<file path="src/ffa_pkg.sv">
`default_nettype none
package ffa_pkg;

  localparam int MEM_UNITS = 1024;
  localparam int LEN_W     = 11;
  localparam int AW        = $clog2(MEM_UNITS);
  localparam int OW        = ((AW > LEN_W) ? AW : LEN_W) + 1;

  localparam logic ACT_ALLOC = 1'b0;
  localparam logic ACT_FREE  = 1'b1;

  localparam logic [1:0] ST_OK        = 2'd0;
  localparam logic [1:0] ST_NO_SPACE  = 2'd1;
  localparam logic [1:0] ST_NOT_FOUND = 2'd2;

  typedef struct packed {
    logic             free;
    logic [LEN_W-1:0] len;
  } ffa_entry_t;

  typedef enum logic [3:0] {
    S_INIT, S_IDLE, S_WALK, S_EVAL, S_SPLIT, S_MARK,
    S_FNEXT, S_FNEVAL, S_FWRITE, S_DONE
  } ffa_state_t;

  typedef enum logic [2:0] {
    WR_NONE, WR_INIT, WR_SPLIT, WR_MARK, WR_FREE
  } ffa_wr_t;

  typedef enum logic [2:0] {
    RES_NONE, RES_GRANT, RES_OK, RES_NO_SPACE, RES_NOT_FOUND
  } ffa_res_t;

  typedef struct packed {
    logic    load;
    logic    adv;
    logic    save_len;
    logic    add_tlen;
    logic    rd_nxt;
    ffa_wr_t wr;
    ffa_res_t res;
  } ffa_cmd_t;

  typedef struct packed {
    logic in_act;
    logic action;
    logic size_zero;
    logic tgt_oor;
    logic off_lt_r;
    logic fit;
    logic exact;
    logic at_target;
    logic nxt_lt_r;
    logic rd_free;
  } ffa_stat_t;

endpackage
`default_nettype wire

</file>
<file path="src/ffa_ctrl.sv">
`default_nettype none
module ffa_ctrl (
  input  wire logic               clk,
  input  wire logic               rst_n,
  input  wire logic               start,
  input  wire logic               cfg_wr,
  input  wire ffa_pkg::ffa_stat_t stat,
  output ffa_pkg::ffa_cmd_t       cmd,
  output logic                    busy,
  output logic                    done
);
  import ffa_pkg::*;

  ffa_state_t state_r, state_nxt;

  always_ff @(posedge clk) begin
    if (!rst_n) begin
      state_r <= S_INIT;
    end else begin
      state_r <= state_nxt;
    end
  end

  always_comb begin
    state_nxt = state_r;
    case (state_r)
      S_INIT: state_nxt = S_IDLE;
      S_IDLE: begin
        if (cfg_wr) begin
          state_nxt = S_INIT;
        end else if (start) begin
          if (stat.in_act == ACT_ALLOC) begin
            state_nxt = stat.size_zero ? S_DONE : S_WALK;
          end else begin
            state_nxt = stat.tgt_oor ? S_DONE : S_WALK;
          end
        end
      end
      S_WALK: state_nxt = stat.off_lt_r ? S_EVAL : S_DONE;
      S_EVAL: begin
        if (stat.action == ACT_ALLOC) begin
          if (stat.fit) begin
            state_nxt = stat.exact ? S_MARK : S_SPLIT;
          end else begin
            state_nxt = S_WALK;
          end
        end else begin
          state_nxt = stat.at_target ? S_FNEXT : S_WALK;
        end
      end
      S_SPLIT:  state_nxt = S_MARK;
      S_MARK:   state_nxt = S_DONE;
      S_FNEXT:  state_nxt = stat.nxt_lt_r ? S_FNEVAL : S_FWRITE;
      S_FNEVAL: state_nxt = S_FWRITE;
      S_FWRITE: state_nxt = S_DONE;
      S_DONE:   state_nxt = S_IDLE;
      default:  state_nxt = S_INIT;
    endcase
  end

  always_comb begin
    cmd  = '{load: 1'b0, adv: 1'b0, save_len: 1'b0, add_tlen: 1'b0, rd_nxt: 1'b0,
             wr: WR_NONE, res: RES_NONE};
    busy = 1'b1;
    done = 1'b0;
    case (state_r)
      S_INIT: cmd.wr = WR_INIT;
      S_IDLE: begin
        busy = 1'b0;
        if (start && !cfg_wr) begin
          cmd.load = 1'b1;
          if (stat.in_act == ACT_ALLOC && stat.size_zero) begin
            cmd.res = RES_NO_SPACE;
          end else if (stat.in_act == ACT_FREE && stat.tgt_oor) begin
            cmd.res = RES_NOT_FOUND;
          end
        end
      end
      S_WALK: begin
        if (!stat.off_lt_r) begin
          cmd.res = (stat.action == ACT_ALLOC) ? RES_NO_SPACE : RES_NOT_FOUND;
        end
      end
      S_EVAL: begin
        if (stat.action == ACT_ALLOC) begin
          cmd.save_len = stat.fit;
          cmd.adv      = !stat.fit;
        end else begin
          cmd.save_len = stat.at_target;
          cmd.adv      = !stat.at_target;
        end
      end
      S_SPLIT:  cmd.wr = WR_SPLIT;
      S_MARK: begin
        cmd.wr  = WR_MARK;
        cmd.res = RES_GRANT;
      end
      S_FNEXT:  cmd.rd_nxt = 1'b1;
      S_FNEVAL: cmd.add_tlen = stat.rd_free;
      S_FWRITE: begin
        cmd.wr  = WR_FREE;
        cmd.res = RES_OK;
      end
      S_DONE:   done = 1'b1;
      default:  busy = 1'b1;
    endcase
  end

endmodule
`default_nettype wire

</file>
<file path="config.mk">
export PLATFORM = sky130hd
export DESIGN_NAME = ffa_ctrl
export DESIGN_NICKNAME = d
export VERILOG_FILES = /design/src/ffa_pkg.sv /design/src/ffa_ctrl.sv
export SDC_FILE = /design/constraint.sdc
export NUM_CORES = 1
export LEC_CHECK = 0
export BUFFER_PORTS_ARGS = -buffer_cell sky130_fd_sc_hd__buf_2
export CAP_MARGIN = 20
export CORE_AREA = 8 8 45 47
export DETAILED_ROUTE_END_ITERATION = 8
export DIE_AREA = 0 0 53 55
export PLACE_DENSITY = 0.7
export RECOVER_POWER = 100
export SLEW_MARGIN = 20
export SYNTH_ARGS = -nofsm -noshare
export SYNTH_HDL_FRONTEND = slang
export SYNTH_SLANG_ARGS = --single-unit
</file>
<file path="constraint.sdc">
create_clock -name clk -period 1.2 [get_ports clk]
set_input_delay 0.18 -clock clk [delete_from_list [all_inputs] [get_ports clk]]
set_output_delay 0.18 -clock clk [all_outputs]
set_load 0.005 [all_outputs]
</file>
# After elaboration in Yosys (flattened, before gate mapping)
# Cells that the tools add are included.
[classes] reduce_logical=9 muxes=27 n_bitwise=1 eq_ne=10
[ops] op="two-way mux 4 bit" n=8
[ops] op="case mux 4 bit (8 select lines)" n=1
[ops] op="case mux 3 bit (4 select lines)" n=2
[ops] op="two-way mux 3 bit" n=7
[ops] op="== test 4 x 3 -> 1 bit (second input constant)" n=4
[ops] op="== test 4 x 2 -> 1 bit (second input constant)" n=2
[ops] op="== test 4 bit (second input constant)" n=2
[ops] op="two-way mux 1 bit" n=7
[ops] op="== test 4 x 1 -> 1 bit (second input constant)" n=1
[ops] op="zero test 4 bit" n=1
[ops] op="two-way mux 2 bit" n=2
[ops] op="OR reduction 2 bit" n=2
[ops] op="logical AND 1 bit" n=3
[ops] op="zero test 1 bit" n=3
[ops] op="inequality test 3 bit (second input constant)" n=1
[ops] op="NOT 1 bit" n=1
[word_totals] input_bits=14 word_cells=48 output_inout_bits=13 regBits=4

# Longest topological paths before layout
[logic_depth] word_depth=5 mapped_depth=5 ltp_nobuf=4

# Worst setup path before layout
# Ideal clock, no wire load.
[synth_timing] path_type="reg-to-output" from="register state_r[0]" to="output cmd[2] (netlist bit)" required_time_ps=1020 path_buffers=0 arrival_ps=1136 stages_incl_launch_ff=5 slack_ps=-116 cell_sequence="dfxtp_1 nand2b_4 nor4_1 and2_1 a32o_1"
[synth_lines] element="start, declared" line="ffa_ctrl.sv:14" text="ffa_state_t state_r, state_nxt;"
[synth_lines] element="start signal, assigned" line="ffa_ctrl.sv:20" text="state_r <= state_nxt;"
[synth_lines] element="end, declared" line="ffa_ctrl.sv:8" text="output ffa_pkg::ffa_cmd_t cmd,"

==> impl_metrics.py <==
metrics = {
    "min_path": {
        "worstHoldStart": "rst_n",
        "holdCritPathClass": "in -> reg",
    },
    "placement": {
        "portBuffers": 26,
        "hpwl_um": 1430,
        "place_congestion": 0.846,
    },
    "die": {
        "dieArea_um2": 2920,
        "start_util_pct": 31.2,
        "die_h_um": 55,
        "ios": 27,
        "row_count": 14,
        "core_um2": 1380,
        "die_w_um": 53,
    },
    "route": {
        "route.antenna.remaining_nets": 0,
        "avgRoutedWirePerCell_um": 18.7,
        "drc": 0,
        "drt_wl_total_um": 2410,
        "via_count": 731,
        "first_pass_iters": 4,
        "via_per_inst": 5.67,
        "drt-initial-drc-count": 9,
    },
    "worst_setup_path": {
        "max_stage_delay_ps": 330,
        "startpoint_type": "flip-flop",
        "reg2reg_from": "state_r[3]$_SDFFE_PN0P_",
        "arrival_ps": 1400,
        "critPathKind": "reg -> out",
        "endpoint_kind": "output pin",
        "required_ps": 1020,
        "crit_fanout": 4,
        "worstSetupStartpoint": "state_r[3]$_SDFFE_PN0P_",
        "r2r_setup_slack_ps": -300,
        "slowest_stage": "dfxtp_4",
        "cp_cell_sequence": "buf_6 -> nor4_4 -> buf_4 -> a32oi_2 -> o21ai_1 -> buf_2",
    },
    "outcome": {
        "status": "complete, but fails checks",
        "violations": "negative setup slack",
    },
    "yosys": {
        "synth_fp_nets": 75,
        "synth_most_common_cell": "nor2_1",
        "synth_edf_count": 0,
        "synth_top_area_share_pct": 18.6,
        "synth.distinct_cells": 31,
        "yosysWarnings": 0,
        "syn_inst": 61,
        "async_flop_share_pct": 0,
        "synth_top_area_cell": "dfxtp_1",
        "ys.flop_type": "dfxtp_1",
        "syn_avg_cell_area_um2": 7.08,
        "synth_seq_cells": 4,
        "ys_seq_area_share_pct": 18.6,
        "synth_area_um2": 432,
        "netlist_top_cells_area": "dfxtp_1 19%, nor2_1 5.2%, nor3b_1 5.2%",
    },
    "grt": {
        "grt_pass1_vias": 760,
        "overflow": 0,
        "grtUsageTotal_pct": 15.5,
        "grt_max_degree": 9,
        "antenna_found_initial": 0,
        "grt_pass1_wl_um": 3380,
    },
    "clock_network": {
        "cts-htree-levels": 1,
        "cts_tree": "yes",
        "ctsHoldBuffers": 0,
        "clk_latency_ps": 230,
        "cts_buffer_depth": 2,
        "numCtsBuffers": 3,
        "cts.clk_slew.worst_paths_ps": 40,
        "numClockSinks": 4,
        "cts_root_buffer": "clkbuf_4",
    },
    "timing": {
        "setup_viol": 17,
        "finalWorstSetupSlack_ps": -382,
        "min_period_ps": 1580,
        "maxSlewHeadroom_pct": 69.6,
        "tightest_slew_ps": 444,
        "slew_viol_final": 0,
        "timing.final.crit_share_pct": 132,
        "rsz0062_at_grt": "yes",
        "fmaxAchievable_ghz": 0.632,
        "hold_viol_final": 0,
        "finClkSkew_ps": 0.550,
        "whs_ps": 226,
    },
    "cells_and_area": {
        "final_core_util_pct": 74.6,
        "syn2layout_area_growth_pct": 139,
        "layout.nets": 129,
        "biggestRegsByFlops": "state_r x4",
        "fillCellCount": 99,
        "largest_reg_flops": 4,
        "regMostFlops": "state_r",
        "drive_gt1_share_pct": 72.6,
        "antenna_cells": 0,
    },
    "power": {
        "ir_drop_v": 0.000519,
        "p_leak_nw": 0.486,
        "p_per_area_nw_per_um2": 627,
    },
    "job": {
        "cap_viol_max_count": 0,
    },
}
## final timing paths
kind / to / cells after the start
max reg2reg: state_r[2]$_SDFFE_PN0P_ / 5
min reg2reg: state_r[2]$_SDFFE_PN0P_ / 3
min: state_r[0]$_SDFFE_PN0P_ / 2
max: cmd[1] / 6
## worst max-delay path, delay by kind of cell (launching register included)
| family | cells | cell delay, ps |
|---|---|---|
| AO/OA/AOI/OAI | 2 | 150 |
| AND/OR/NAND/NOR | 1 | 250 |
| buffers and inverters | 3 | 440 |
| flip-flops | 1 | 330 |
## cells by family after synthesis
family,Yosys count,share of synthesized area [%]
simple gates,30,40.6
compound gates,18,31.3
buf+inv,8,7.54
flops,4,18.6
xor+xnor,1,2.03
## cell type report
class	count	area (µm²)	area share (%)
clock buffer	3	22.5	2.18
multi-input combinational	49	460	44.6
inverter	4	15.0	1.45
timing repair buffer	53	419	40.6
tap	16	20.0	1.94
sequential	4	95.1	9.21
## what timing repair did
action,CTS,global route
buffers inserted,7,6
gates resized for setup,30,16
setup endpoints to repair,17,17
cloned,1,0
pin swaps,5,6
## where the power goes
group / switching [W] / leakage [nW] / total (W) / internal, W
logic: 0.000157 / 0.437 / 0.000331 / 0.000173
registers: 0.0000150 / 0.0355 / 0.000153 / 0.000138
clock network: 0.0000513 / 0.0138 / 0.000163 / 0.000112
## cells in the final DEF, fill, tap and decap left out, types with 2 or more instances in the layout
master,n
buf_2,24
buf_4,16
buf_6,9
nor2_1,5
inv_1,4
dfxtp_4,4
nor2b_1,3
nor3_4,3
a21oi_1,3
clkbuf_4,3
nand2b_4,2
nor4_4,2
nand2_1,2
a21oi_2,2
buf_8,2
## metrics by stage
| stage | cells | setup TNS [ps] | total power (W) | worst slack [ps] | instance area (µm²) |
|---|---|---|---|---|---|
| 2_1_floorplan | 61 | -185 | 0.000254 | -79.8 | 453 |
| 3_5_place_dp | 112 | -1120 | 0.000352 | -216 | 676 |
| 6_report | 129 | -4390 | 0.000647 | -382 | 1030 |
| 4_1_cts | 123 | -3670 | 0.000594 | -367 | 917 |
| 5_1_grt | 129 | -5200 | 0.000684 | -442 | 1030 |
| 3_3_place_gp | 112 | -926 | 0.000344 | -227 | 676 |
## metal layers
metal / vias up / wire [µm] / GRT usage (%)
met1: 354 / 920 / 15.2
met2: 32 / 1280 / 29.1
li1: 336 / - / -
met5: - / 0 / 0
met3: 9 / 122 / 3.48
met4: 0 / 86 / 9.48
(Power assumes the default switching activity.)
